### src/ntm_pkg.sv
package ntm_pkg;

   localparam int LIB_DEPTH_DEF   = 256;
   localparam int GRID_BLOCKS_DEF = 64;
   localparam int DIM_BITS_DEF    = 12;

   localparam int CHAN_MAX     = 15;
   localparam int CHANNELS     = 3;
   localparam int DIST_CAP     = 4095;
   localparam int DIST_W       = 12;
   localparam int NIB_W        = 4;
   localparam int PIX_W        = 12;
   localparam int DIM_PORT_W   = 12;
   localparam int ENT_W        = 8;
   localparam int BLK_W        = 6;
   localparam int CSR_ENT_W    = 9;
   localparam int CSR_W        = 12;

   localparam logic [CSR_W-1:0] DEFAULT_NEAR = 12'd120;

   localparam logic [1:0] CMD_LOAD_BLOCK = 2'd0;
   localparam logic [1:0] CMD_LOAD_DIMS  = 2'd1;
   localparam logic [1:0] CMD_QUERY      = 2'd2;

   localparam logic [1:0] KIND_NONE  = 2'd0;
   localparam logic [1:0] KIND_EXACT = 2'd1;
   localparam logic [1:0] KIND_NEAR  = 2'd2;

   localparam logic CSR_ENTRIES   = 1'b0;
   localparam logic CSR_THRESHOLD = 1'b1;

   typedef enum logic [2:0] {
      ST_IDLE,
      ST_LOAD_BLK,
      ST_LOAD_DIM,
      ST_RUN,
      ST_DRAIN,
      ST_FINISH
   } state_type;

   typedef struct packed {
      logic blk_we;
      logic dim_we;
      logic rd_en;
   } lib_ctl_type;

   typedef struct packed {
      logic valid;
      logic searched;
      logic gated;
   } cand_ctl_type;

   function automatic logic [NIB_W-1:0] absdiff(input logic [NIB_W-1:0] a,
                                                input logic [NIB_W-1:0] b);
      absdiff = (a > b) ? a - b : b - a;
   endfunction

endpackage

### src/ntm_best_track.sv
module ntm_best_track #(
   parameter int IW = 8
) (
   input  logic                       clock,
   input  logic                       reset,
   input  logic                       clear,
   input  ntm_pkg::cand_ctl_type      ctl,
   input  logic [IW-1:0]              idx,
   input  logic [ntm_pkg::DIST_W-1:0] cand_dist,
   output logic                       exact_found,
   output logic [IW-1:0]              exact_idx,
   output logic                       near_found,
   output logic [IW-1:0]              near_idx,
   output logic [ntm_pkg::DIST_W-1:0] near_best
);
   import ntm_pkg::*;

   logic              exact_found_ff;
   logic              near_found_ff;
   logic [IW-1:0]     exact_idx_ff;
   logic [IW-1:0]     near_idx_ff;
   logic [DIST_W-1:0] near_best_ff;
   logic              take_exact;
   logic              take_near;

   always_comb begin
      take_exact = ctl.valid && ctl.searched && !exact_found_ff && (cand_dist == '0);
      // strict less keeps the lowest index on ties
      take_near  = ctl.valid && ctl.searched && ctl.gated
                   && (!near_found_ff || (cand_dist < near_best_ff));
   end

   always_ff @(posedge clock) begin
      if (reset || clear) begin
         exact_found_ff <= 1'b0;
         near_found_ff  <= 1'b0;
      end else begin
         if (take_exact) begin
            exact_found_ff <= 1'b1;
         end
         if (take_near) begin
            near_found_ff <= 1'b1;
         end
      end
   end

   always_ff @(posedge clock) begin
      if (take_exact) begin
         exact_idx_ff <= idx;
      end
      if (take_near) begin
         near_idx_ff  <= idx;
         near_best_ff <= cand_dist;
      end
   end

   assign exact_found = exact_found_ff;
   assign exact_idx   = exact_idx_ff;
   assign near_found  = near_found_ff;
   assign near_idx    = near_idx_ff;
   assign near_best   = near_best_ff;

endmodule

### config.mk
export PLATFORM = sky130hd
export DESIGN_NAME = ntm_best_track
export DESIGN_NICKNAME = d
export VERILOG_FILES = /design/src/ntm_pkg.sv /design/src/ntm_best_track.sv
export SDC_FILE = /design/constraint.sdc
export NUM_CORES = 1
export LEC_CHECK = 0
export ABC_AREA = 1
export BUFFER_PORTS_ARGS = -buffer_cell sky130_fd_sc_hd__buf_2
export CELL_PAD_IN_SITES_DETAIL_PLACEMENT = 1
export CELL_PAD_IN_SITES_GLOBAL_PLACEMENT = 2
export CORE_MARGIN = 1
export CORE_UTILIZATION = 30
export CTS_CLUSTER_SIZE = 40
export DETAILED_ROUTE_END_ITERATION = 12
export PLACE_DENSITY_LB_ADDON = 0.1
export SYNTH_ARGS = -nofsm -noshare
export SYNTH_HDL_FRONTEND = slang
export SYNTH_SLANG_ARGS = --single-unit
export TNS_END_PERCENT = 1
### constraint.sdc
create_clock -name clock -period 3.2 [get_ports clock]
set_input_delay 0.16 -clock clock [delete_from_list [all_inputs] [get_ports clock]]
set_output_delay 0.16 -clock clock [all_outputs]
set_load 0.1 [all_outputs]
### Word-level counts from Yosys, hierarchy flattened

Cells that the tools add are included.

| operators by class | value |
|---|---|
| magnitude comparators | 1 |
| reductions and logical operators | 10 |

Operators by type and width:

| cell | number |
|---|---|
| $logic_not 12->1 | 1 |
| $lt 12x12->1 | 1 |
| $logic_and 1x1->1 | 5 |
| $logic_not 1->1 | 2 |
| $logic_or 1x1->1 | 2 |

| word-level totals | value |
|---|---|
| register bits | 30 |
| bits of input ports | 26 |
| output and inout bits | 30 |
| logic and storage cells | 16 |

### Longest topological paths before layout

| logic depth | value |
|---|---|
| depth in word-level cells | 3 |
| depth in mapped cells | 9 |
| gate-level depth less buffers | 9 |

### Least setup slack after synthesis

Ideal clock, no wire load.

| timing path | value |
|---|---|
| path kind | register to register |
| start point | register near_best_ff[11], in the netlist near_best[11] |
| end point | register near_best_ff[0], in the netlist near_best[0], enable pin |
| setup time | 0.384 ns |
| data arrival time | 2.362 ns |
| slack | 0.454 ns |
| stages on the path, launching flop included | 10 |
| path buffers | 0 |
| clock period less this slack | 2.746 ns |
| path through | edfxtp_1 > inv_1 > ha_1 > nand2_1 > nor2_2 > nand2_1 > nor2_1 > nor2_1 > nand2_1 > a21oi_2 |

| on the way | value |
|---|---|
| cells in the longest elaborated chain, start to end | 3 |

RTL lines:

| what | line | RTL |
|---|---|---|
| start, declared | ntm_best_track.sv:22 | `logic [DIST_W-1:0] near_best_ff;` |
| start signal, assigned | ntm_best_track.sv:53 | `near_best_ff <= cand_dist;` |
| $lt 12x12->1 | ntm_best_track.sv:30 | `&& (!near_found_ff \|\| (cand_dist < near_best_ff));` |
| $logic_or 1x1->1 | ntm_best_track.sv:30 |  |
| $logic_and 1x1->1 | ntm_best_track.sv:30 |  |
| net take_near | ntm_best_track.sv:24 | `logic take_near;` |

The timed path passes the listed nets, and every way through them passes these cells.
A chain may end at the register's enable or synchronous reset.

### Final worst setup path

| timing path | value |
|---|---|
| start point | register near_best_ff[11], in the netlist near_best[11] |
| end point | register near_idx_ff[3], in the netlist near_idx[3], enable pin |

| on the way | value |
|---|---|
| cells in the longest elaborated chain, start to end | 3 |

RTL lines:

| what | line | RTL |
|---|---|---|
| $lt 12x12->1 | ntm_best_track.sv:30 |  |
| $logic_or 1x1->1 | ntm_best_track.sv:30 |  |
| $logic_and 1x1->1 | ntm_best_track.sv:30 |  |
| net take_near | ntm_best_track.sv:24 |  |
| end signal, assigned | ntm_best_track.sv:52 | `near_idx_ff <= idx;` |
| end, declared | ntm_best_track.sv:21 | `logic [IW-1:0] near_idx_ff;` |

The timed path passes the listed nets, and every way through them passes these cells.

==> out/results.md <==
* **Inserted Clock Buffers** 5
* **area fraction in compound gates after synthesis** 2.621%
* **proportion of power drawn by combinational gates** 13.9%
* **portion of total power attributed to sequential cells** 53.1%
* **slew at the pin closest to its max-slew limit** 0.4985 ns
* **post-synthesis mux area share** 0%
* **maximum cell stage delay along the critical path** 0.38 ns
* **nature of the critical path startpoint** flop
* **final worst clock skew** 0.007090 ns
* **Initial DRC Count** 38
* **number of placement rows** 23
* **critical path peak fanout** 16
* **Internal Dissipation** 0.0006124 W
* **maximum achievable frequency** 483.1 MHz
* **Period Utilization, post-route** 64.68%
* **remaining design rule violation count** 0
* **root cell of the clock tree** sky130_fd_sc_hd__clkbuf_8
* **share of synthesized cell area in and, or, nand and nor gates** 12.23%
* **flip-flop and latch count after synthesis** 30
* **post-CTS setup-driven buffer insertion count** 0
* **xor and xnor fraction of the mapped netlist area** 0%
* **clock tree from TritonCTS** done
* **adder and majority gate portion of the synthesized area** 10.68%
* **critical path capture point type** flop
* **post-route minimum period** 2.070 ns
* **post-synthesis area per instance** 12.27 um2
* **average wire per standard cell** 12.99 um
* **number of vias in the routed layout** 936
* **P&R area growth vs syn** 32.91%
* **worst skew pair latency** 0.27 ns
* **proportion of layout cells with a drive suffix above 1** 39.88%
* **routability-driven placement congestion ratio** 0.6914
* **Clock H-tree levels** 2
* **antenna-violating nets left** 0
* **remaining global-route overflow** 0
* **Max rail drop VDD** 156.7 uV
* **number of hold-slack violations in the final timing report** 0
* **fraction of power consumed by the clock network** 33.0%
* **worst min-delay path class** in -> reg
* **total power after layout** 0.0008306 W
* **first drt pass iteration count** 2
* **routed wire length** 2.831 mm
* **Psw** 0.0002182 W
* **sequential element share of the synthesized area** 68.35%
* **total of buffers placed on input and output ports** 55
* **result of the run** finished clean
* **Crit-path slowest cell** sky130_fd_sc_hd__edfxtp_1
* **setup slack, reg-to-reg** 1.13 ns
* **synthesized cell area** 1289 um2
* **global-route wire length before repair** 4.436 mm
* **core area** 4058 um2
* **leakage dissipation** 0.8141 nW
* **number of max-slew violations in the final report** 0
* **layout net count** 205
* **CTS max path bufs** 2
* **via count of the first global-routing pass** 919
* **overall die height** 67.54 um
* **clock-pin slew of the registers on the worst-case setup and hold paths** 0.06 ns
* **largest family of logic cells by synthesized area** simple AND/OR/NAND/NOR gates
* **Setup Crit Path Kind** reg -> reg
* **antenna violations before repair** 0
* **die boundary width** 67.54 um
* **proportion of total power due to net switching** 26.28%
* **Synth Net Count** 142
* **gate count of the mapped netlist** 105
* **setup TNS** 0 ns
* **post-cts sizing count** 0
* **Max-cap violations** 0
* **endpoints failing setup** 0
* **post-detailed-route via-to-cell ratio** 4.294
* **critical path required time** 3.16 ns
* **number of buffers added to fix hold violations after cts** 0
* **setup repair after global routing missed its margin** no
* **distinct cell type count of the synthesized netlist** 13
* **Top Ports** 56
* **maximum number of pins on one net before global-route repair** 17
* **clock sink total** 30
* **initial core utilization** 31.76%
* **worst-path cell chain** inv_1, ha_1, nand2_1, inv_1, nand2_1, nand3_1, nor2_1, nand2_1, a21oi_2, buf_4
* **Yosys warning count** 0
* **signal arrival time at the worst endpoint** 2.03 ns
* **combined global-route utilization of all metal layers** 14.07%
* **count of inserted antenna diode cells** 0
* **power per unit of standard cell area** 484.9 nW/um2
* **floorplan die area** 4562 um2
* **DPL Wire Length** 2.321 mm
* **Critical Path Most Common Cell** sky130_fd_sc_hd__nand2_1
* **Max-slew headroom** 66.99%
-- power groups by stage --
| stage | logic, W | clock network [W] | registers [W] |
|---|---|---|---|
| floorplan | 0.0000268 | 0 | 0.000502 |
| global placement | 0.000114 | 0 | 0.000449 |
| detailed placement | 0.000117 | 0 | 0.000449 |
| CTS | 0.000117 | 0.000290 | 0.000441 |
| global route | 0.000126 | 0.000303 | 0.000442 |
| finish | 0.000115 | 0.000274 | 0.000441 |
-- state kept, by name (all words and copies together) (netlist names) --
| register | count |
|---|---|
| near_best | 12 |
| exact_found | 1 |
| near_idx | 8 |
| exact_idx | 8 |
| near_found | 1 |
-- logic make-up (layout without fill, tap and decap cells) --
logic type,after synthesis,count (layout)
compound gates,6,6
fa+ha+maj,11,11
simple gates,37,37
buf+inv,21,84
flops,30,30
-- worst paths after layout --
kind                 startpoint           end  depth (start not counted)
setup / recovery  near_best[11]   near_idx[3]                         10
hold / removal     cand_dist[0]  near_best[0]                          1
setup reg to reg  near_best[11]   near_idx[3]                         10
hold reg to reg     exact_found   exact_found                          2
-- cell usage after synthesis (all sizes together) --
cell type | number | area share, %
nand3 | 2 | 0.78
a21oi | 6 | 2.6
nor2 | 10 | 3.1
nand4 | 1 | 0.49
edfxtp | 28 | 65
ha | 11 | 11
nor3b | 1 | 0.97
inv | 21 | 6.1
dfxtp | 2 | 3.1
or2 | 1 | 0.49
nand2 | 22 | 6.4
-- cell type report --
class	count	area (um2)
fillers	475	2345
flip-flops and latches	30	880.8
multi-input cells	54	329.1
repair buffers	56	282.8
inverters	21	78.83
clock buffers	5	68.82
well taps	50	62.56
clock inverters	2	10.01
-- stage by stage --
stage                     setup WS [ns]  hold slack, ns  instances  util [%]  instance area [um2]
after floorplan                  0.4539          0.2589        105         -                 1289
after global placement            1.211          0.3498        211     40.27                 1634
after detailed placement          1.134          0.3579        211     40.27                 1634
after CTS                         1.089         0.06487        218     42.21                 1713
after global routing             0.9074         0.06906        218     42.21                 1713
final                             1.130         0.07705        218     42.21                 1713
-- critical path: cells and delay by family, from the launching register on --
kind	cells	cell delay [ns]
compound gates	1	0.28
simple gates	5	0.41
buf+inv	3	0.43
fa+ha+maj	1	0.23
flops	1	0.38
-- cells in the final DEF, fill, tap and decap left out --
master / n
sky130_fd_sc_hd__clkinv_2: 2
sky130_fd_sc_hd__a21oi_1: 5
sky130_fd_sc_hd__nor3b_2: 1
sky130_fd_sc_hd__clkbuf_8: 5
sky130_fd_sc_hd__nand2_1: 22
sky130_fd_sc_hd__nor2_2: 1
sky130_fd_sc_hd__buf_4: 1
sky130_fd_sc_hd__edfxtp_1: 28
sky130_fd_sc_hd__ha_1: 11
sky130_fd_sc_hd__inv_1: 21
sky130_fd_sc_hd__nand4_1: 1
sky130_fd_sc_hd__dfxtp_1: 2
sky130_fd_sc_hd__nor2_1: 9
sky130_fd_sc_hd__nand3_1: 2
sky130_fd_sc_hd__or2_2: 1
sky130_fd_sc_hd__buf_2: 55
sky130_fd_sc_hd__a21oi_2: 1
-- per-layer routing --
layer,track usage (%),vias to the layer above,part of all wire (%)
li1,-,468,-
met2,22.77,43,49
met4,7.979,0,0
met1,16.84,425,43
met5,0,-,0
met3,3.547,0,7.9
Power figures use the tool's default switching activity.
