**src/ntm_pkg.sv**
```systemverilog
package ntm_pkg;

   localparam int LIB_DEPTH_DEF   = 256;
   localparam int GRID_BLOCKS_DEF = 64;
   localparam int DIM_BITS_DEF    = 12;

   localparam int CHAN_MAX     = 15;
   localparam int CHANNELS     = 3;
   localparam int DIST_CAP     = 4095;
   localparam int DIST_W       = 12;
   localparam int NIB_W        = 4;
   localparam int PIX_W        = 12;
   localparam int DIM_PORT_W   = 12;
   localparam int ENT_W        = 8;
   localparam int BLK_W        = 6;
   localparam int CSR_ENT_W    = 9;
   localparam int CSR_W        = 12;

   localparam logic [CSR_W-1:0] DEFAULT_NEAR = 12'd120;

   localparam logic [1:0] CMD_LOAD_BLOCK = 2'd0;
   localparam logic [1:0] CMD_LOAD_DIMS  = 2'd1;
   localparam logic [1:0] CMD_QUERY      = 2'd2;

   localparam logic [1:0] KIND_NONE  = 2'd0;
   localparam logic [1:0] KIND_EXACT = 2'd1;
   localparam logic [1:0] KIND_NEAR  = 2'd2;

   localparam logic CSR_ENTRIES   = 1'b0;
   localparam logic CSR_THRESHOLD = 1'b1;

   typedef enum logic [2:0] {
      ST_IDLE,
      ST_LOAD_BLK,
      ST_LOAD_DIM,
      ST_RUN,
      ST_DRAIN,
      ST_FINISH
   } state_type;

   typedef struct packed {
      logic blk_we;
      logic dim_we;
      logic rd_en;
   } lib_ctl_type;

   typedef struct packed {
      logic valid;
      logic searched;
      logic gated;
   } cand_ctl_type;

   function automatic logic [NIB_W-1:0] absdiff(input logic [NIB_W-1:0] a,
                                                input logic [NIB_W-1:0] b);
      absdiff = (a > b) ? a - b : b - a;
   endfunction

endpackage

```
**src/ntm_dist_unit.sv**
```systemverilog
module ntm_dist_unit #(
   parameter int LIB_DEPTH = ntm_pkg::LIB_DEPTH_DEF,
   parameter int IW        = 8
) (
   input  logic                      clock,
   input  logic                      rd_en,
   input  logic [IW-1:0]             rd_idx,
   input  logic                      wr_en,
   input  logic [IW-1:0]             wr_idx,
   input  logic                      clear_old,
   input  logic [ntm_pkg::NIB_W-1:0] red,
   input  logic [ntm_pkg::NIB_W-1:0] green,
   input  logic [ntm_pkg::NIB_W-1:0] blue,
   input  logic [ntm_pkg::PIX_W-1:0] lib_pix,
   output logic [ntm_pkg::DIST_W-1:0] new_dist
);
   import ntm_pkg::*;

   logic [DIST_W-1:0] dist_mem [LIB_DEPTH];
   logic [DIST_W-1:0] rd_data_ff;
   logic [DIST_W-1:0] old_dist;
   logic [DIST_W:0]   sum;

   always_ff @(posedge clock) begin
      if (wr_en) begin
         dist_mem[wr_idx] <= new_dist;
      end
      if (rd_en) begin
         rd_data_ff <= dist_mem[rd_idx];
      end
   end

   always_comb begin
      old_dist = clear_old ? '0 : rd_data_ff;
      sum = (DIST_W+1)'(old_dist)
          + (DIST_W+1)'(absdiff(red,   lib_pix[11:8]))
          + (DIST_W+1)'(absdiff(green, lib_pix[7:4]))
          + (DIST_W+1)'(absdiff(blue,  lib_pix[3:0]));
      // saturate at the cap
      new_dist = sum[DIST_W] ? DIST_W'(DIST_CAP) : sum[DIST_W-1:0];
   end

endmodule

```
**config.mk**
```make
export PLATFORM = sky130hd
export DESIGN_NAME = ntm_dist_unit
export DESIGN_NICKNAME = d
export VERILOG_FILES = /design/src/ntm_pkg.sv /design/src/ntm_dist_unit.sv
export SDC_FILE = /design/constraint.sdc
export NUM_CORES = 2
export LEC_CHECK = 0
export BUFFER_PORTS_ARGS = -buffer_cell sky130_fd_sc_hd__buf_2
export CAP_MARGIN = 20
export CORE_MARGIN = 8
export CORE_UTILIZATION = 35
export CTS_BUF_LIST = sky130_fd_sc_hd__clkbuf_8
export CTS_CLUSTER_DIAMETER = 40
export DETAILED_ROUTE_END_ITERATION = 8
export PLACE_DENSITY_LB_ADDON = 0.25
export SLEW_MARGIN = 0
export SYNTH_ARGS = -nofsm -noshare
export SYNTH_HDL_FRONTEND = slang
export SYNTH_SLANG_ARGS = --single-unit
```
**constraint.sdc**
```tcl
create_clock -name clock -period 40.7 [get_ports clock]
set_input_delay 2.035 -clock clock [delete_from_list [all_inputs] [get_ports clock]]
set_output_delay 2.035 -clock clock [all_outputs]
set_load 0.03 [all_outputs]
```
## After elaboration in Yosys (flattened, before gate mapping)

Memory sizes are Yosys's and may differ from the RTL's. A register that Yosys moved wholly into a read port is not among the register bits.
Index checks and enable logic that the tools add are counted.

- Bits in read-only memories: 0
- Input bits: 44
- Output and inout port bits: 12
- Logic and storage cells: 20
- Register bits after elaboration: 0
- Bits in writable memories: 3072
- Memories kept: 1
- Bits in latches: 0

- Bitwise operators: 0
- Add/sub/neg operators: 9
- Divide/modulo/power cells: 0
- Eq/ne operators: 0
- Shift-type cells: 0
- Multiplexer cells: 7
- Order comparisons: 3
- Reductions and logical operators: 0
- Multiply operators: 0

Memory list:

| name | words | width | rd ports | clocked after Yosys merged registers in | wr ports | RTL line | RTL |
|---|---|---|---|---|---|---|---|
| dist_mem | 256 | 12 | 1 | 1 | 1 | ntm_dist_unit.sv:19 | `logic [DIST_W-1:0] dist_mem [LIB_DEPTH];` |

Operator list:

| operator | count |
|---|---|
| adder 13 x 4 -> 13 bit | 2 |
| 2-to-1 mux 12 bit | 2 |
| subtractor 4 bit | 6 |
| adder 12 x 4 -> 13 bit | 1 |
| > comparator 4 bit | 3 |
| 2-to-1 mux 4 bit | 3 |
| 2-to-1 mux 1 bit | 2 |

## Logic depth before layout (Yosys ltp)

- Word-level depth: 6
- Depth in mapped cells: 22
- Depth with buffers taken out: 22

## Least setup slack after synthesis

No wires, ideal clock.

- Path kind: input-to-reg
- Start point: in red[0] in the netlist's numbering
- End point: mem dist_mem[0][11], data pin
- Data arrival time: 16.852 ns
- Stages: 22
- Setup time: 2.373 ns
- Data required time: 38.327 ns
- Slack: 21.476 ns
- Cells stage by stage: inv_1 > ha_1 > inv_1 > fa_1 > a21o_1 > a21oi_1 > a41oi_1 > mux2_2 > fa_1 > inv_1 > fa_1 > inv_1 > ha_1 > inv_1 > fa_1 > nor2b_1 > o21ai_0 > a21boi_0 > o2111ai_1 > nor2_1 > nor2_1 > a211oi_1

- Word-level cells in the longest chain between the ends: 6

RTL lines:

| item | RTL line | RTL |
|---|---|---|
| start, declared | ntm_dist_unit.sv:11 | `input logic [ntm_pkg::NIB_W-1:0] red,` |
| subtractor 4 bit or > comparator 4 bit (tied branches) | ntm_pkg.sv:55 | `absdiff = (a > b) ? a - b : b - a;` |
| 2-to-1 mux 4 bit (*) | ntm_pkg.sv:55 |  |
| adder 12 x 4 -> 13 bit (*) | ntm_dist_unit.sv:36 | `+ (DIST_W+1)'(absdiff(red, lib_pix[11:8]))` |
| adder 13 x 4 -> 13 bit (*) | ntm_dist_unit.sv:37 | `+ (DIST_W+1)'(absdiff(green, lib_pix[7:4]))` |
| adder 13 x 4 -> 13 bit (*) | ntm_dist_unit.sv:38 | `+ (DIST_W+1)'(absdiff(blue, lib_pix[3:0]));` |
| 2-to-1 mux 12 bit (*) | ntm_dist_unit.sv:40 | `new_dist = sum[DIST_W] ? DIST_W'(DIST_CAP) : sum[DIST_W-1:0];` |
| via new_dist, one bit | ntm_dist_unit.sv:15 | `output logic [ntm_pkg::DIST_W-1:0] new_dist` |
| end, declared | ntm_dist_unit.sv:19 |  |

The timed path passes the listed nets; every way through them passes the cells marked *.

## Worst setup path in the final report

- Start point: in red[0] in the netlist's numbering
- End point: out new_dist[7] in the netlist's numbering

- Word-level cells in the longest chain between the ends: 6

RTL lines:

| item | RTL line |
|---|---|
| subtractor 4 bit or > comparator 4 bit (tied branches) | ntm_pkg.sv:55 |
| 2-to-1 mux 4 bit (*) | ntm_pkg.sv:55 |
| adder 12 x 4 -> 13 bit (*) | ntm_dist_unit.sv:36 |
| adder 13 x 4 -> 13 bit (*) | ntm_dist_unit.sv:37 |
| adder 13 x 4 -> 13 bit (*) | ntm_dist_unit.sv:38 |
| 2-to-1 mux 12 bit (*) | ntm_dist_unit.sv:40 |
| end, declared | ntm_dist_unit.sv:15 |

Every way passes the cells marked *; elsewhere a longest branch is shown, timed or not.

==> run_results.csv <==
group,metric,value,unit
outcome,outcome,"finished, final reports clean",
finish,final_common_cell,"edfxtp_1",
place,port_buffers,55,
timing,rsz0062_at_grt,"false",
global_route,grtUsageTotal,0.1827,
setup_path,end_kind,"output pin",
worst_hold_path,min_to,"dist_mem[62][9]",
clock_tree,postCtsHoldBufs,0,
clock_tree,clkSinkCount,3084,
finish,drive_gt1_frac,0.2975,
synthesis,yosysSeqAreaShare,0.7718,
clock_tree,cts_setup_buffers,0,
power_and_ir_drop,p_sw_frac,0.2885,
finish,nets,6070,
power_and_ir_drop,p_switching,0.002321,W
global_route,overflow,0,
clock_tree,cts_tree,"done",
timing,slew_headroom,0.1153,
timing,holdWs,1049,ps
synthesis,synthesis.nets,5543,
floorplanning,die_w,601.5,µm
clock_tree,root_buffer,"clkbuf_8",
worst_hold_path,hold_start,"rd_data_ff[9]",
finish,layout_common_cells,"edfxtp_1 (3084), mux4_2 (747), clkbuf_8 (490)",
clock_tree,cts_buffer_depth,4,
setup_path,r2r_slack,33850,ps
timing,hold_viol,0,
route,first_pass_iters,5,
setup_path,start_kind,"input port",
place,dp_hpwl,201.4,mm
power_and_ir_drop,p_per_area,59.15,mW/mm²
power_and_ir_drop,power,0.008046,W
power_and_ir_drop,ir_drop,0.1300,mV
timing,setup-violations-final,0,
setup_path,reg2reg_depth,18,
timing,fin_crit,10530,ps
global_route,grt_first_pass_wirelength,476.0,mm
synthesis,synth-main-ff-cell,"edfxtp_1",
route,viasPerCell,5.468,
clock_tree,postCtsResizedCells,0,
timing,fmax,0.09498,GHz
synthesis,async_flop_share,0,
floorplanning,fp.dieH,601.5,µm
finish,num-fill-cells,30480,
synthesis,synth_area,0.1200,mm²
floorplanning,row_count,215,
synthesis,ys_seq_elements,3084,
clock_tree,clk_pin_slew,60,ps
timing,slew_viol_final,0,
finish,syn_to_final_growth,13.38,%
floorplanning,pin_count,56,
route,drc,0,
floorplanning,placeableCoreArea,0.3422,mm²
power_and_ir_drop,p_leak,42.83,nW
setup_path,timing.rr.start,"rd_data_ff[1]",
synthesis,synth_cell_types,51,
worst_hold_path,whs_path_depth,2,
timing,finClkSkew,96.94,ps
flow_run,cap_viol_max_count,0,
route,detail_route.iter0.violations,6579,
setup_path,worstPathArrival,8490,ps
setup_path,crit_required,38660,ps
clock_tree,clock_latency,1050,ps
global_route,grt_pass1_vias,61060,
power_and_ir_drop,power_frac_seq,0.539,
synthesis,avgSynthCellArea,21.99,µm²
route,wire_per_inst,31.03,µm
worst_hold_path,hold_class,"reg -> reg",
place,gp_congestion,0.8049,
power_and_ir_drop,p_clk_frac,0.300,
route,totalWireLength,339.3,mm
timing,finalSetupTns,0,ps
power_and_ir_drop,p_int,0.005725,W
timing,worstMarginPinSlew,1327,ps
setup_path,path_max_fanout,62,
timing,fin_crit_sh,0.2587,
clock_tree,cts_max_level,5,
power_and_ir_drop,p_comb_frac,0.161,
global_route,antenna_found_initial,27,
setup_path,reg2reg_to,"dist_mem[198][9]",
route,postRouteAntennaNets,0,
setup_path,crit_type,"in -> out",
synthesis,ys_warn_count,0,
floorplanning,dieArea,0.3618,mm²
clock_tree,cts_buffers,485,
route,vias,59780,
synthesis,synth_edf_count,3084,
floorplanning,start_util,0.3507,
global_route,grt_start_max_net_pins,177,
synthesis,synth_cells,5457,
-- how the worst max path moves through the flow --
stage          startpoint  slack [ps]  cells past startpoint               to
3_3_place_gp       red[0]       30270                     25      new_dist[7]
2_1_floorplan      red[0]       21480                     22  dist_mem[0][11]
5_1_grt            red[0]       29740                     25      new_dist[7]
6_report           red[0]       30170                     25      new_dist[7]
3_5_place_dp       red[0]       30190                     25      new_dist[7]
4_1_cts            red[0]       30150                     25      new_dist[7]
-- metal layers --
layer,share of wire,up-vias,track usage
li1,-,24230,-
met1,0.42,32570,0.2525
met2,0.47,2464,0.2928
met3,0.075,524,0.03670
met4,0.031,2,0.05628
met5,0.000021,-,0
-- registers in the layout, summed over array words and instances (netlist names) --
name / count
dist_mem: 3072
rd_data_ff: 12
-- worst max-delay path: stages --
cell      delay (ps)
buf_2             90
inv_1             40
ha_1             190
inv_1             90
fa_1             200
a21o_1           130
a21oi_1           70
a41oi_1          360
mux2_2           420
fa_1             530
inv_1             50
fa_1             440
inv_1             70
ha_1             150
inv_1             60
fa_1             430
nor2b_1          260
o21ai_0          150
a21boi_0         210
buf_4            170
o21ai_0           90
xor2_1           190
o21ai_4          860
buf_4            700
buf_2            370
-- power by group through the flow --
stage / combinational [W] / clock [W] / sequential (W)
final: 0.00129 / 0.00241 / 0.00434
after global routing: 0.00139 / 0.00260 / 0.00434
after CTS: 0.00132 / 0.00247 / 0.00434
after detailed placement: 0.00132 / 0 / 0.00441
after global placement: 0.00125 / 0 / 0.00440
after floorplan: 0.000602 / 0 / 0.00480
-- per-stage QoR --
stage                 util  instance area (µm²)  std cells  worst slack (ps)
finish              0.3976               136000      10930             30170
global route        0.3975               136000      10920             29740
CTS                 0.3970               135900      10900             30150
global placement    0.3714               127100      10040             30270
floorplan                -               120000       5457             21480
detailed placement  0.3716               127200      10050             30190
-- cell families after synthesis --
logic type	count (synthesis)	synth area share
AO/OA/AOI/OAI	483	0.02823
XOR/XNOR	11	0.0008029
adder cells (fa/ha/maj)	42	0.005256
buffers and inverters	361	0.01613
flip-flops	3084	0.7718
multiplexers	977	0.1597
AND/OR/NAND/NOR	499	0.01809
-- area by class of cell --
class,instances,area [µm²],area share
inverters,45,171.4,0.001260
multi-input cells,2012,26020,0.1913
clock buffers,490,6744,0.04957
repair buffers,356,2784,0.02046
diodes,23,57.56,0.0004231
clock inverters,366,1948,0.01432
well taps,4557,5702,0.04191
flip-flops and latches,3084,92610,0.6808
-- synthesized netlist by cell type, types with 20 or more instances --
library cell,instances,area share
a211oi_1,36,0.0023
a21oi_1,98,0.0041
a221oi_1,31,0.0023
a22o_1,29,0.0021
a22oi_1,83,0.0052
buf_1,22,0.00069
buf_2,76,0.0032
buf_4,36,0.0023
buf_6,43,0.0040
clkbuf_1,137,0.0043
edfxtp_1,3084,0.77
ha_1,28,0.0029
inv_1,44,0.0014
mux2_2,27,0.0025
mux2i_1,203,0.017
mux4_2,747,0.14
nand2_1,60,0.0019
nand3_1,43,0.0018
nor2_1,292,0.0091
nor2b_1,35,0.0018
nor3_1,20,0.00083
o21ai_0,46,0.0019
o221ai_1,66,0.0048
o22ai_1,48,0.0025
(Power assumes the default switching activity.)
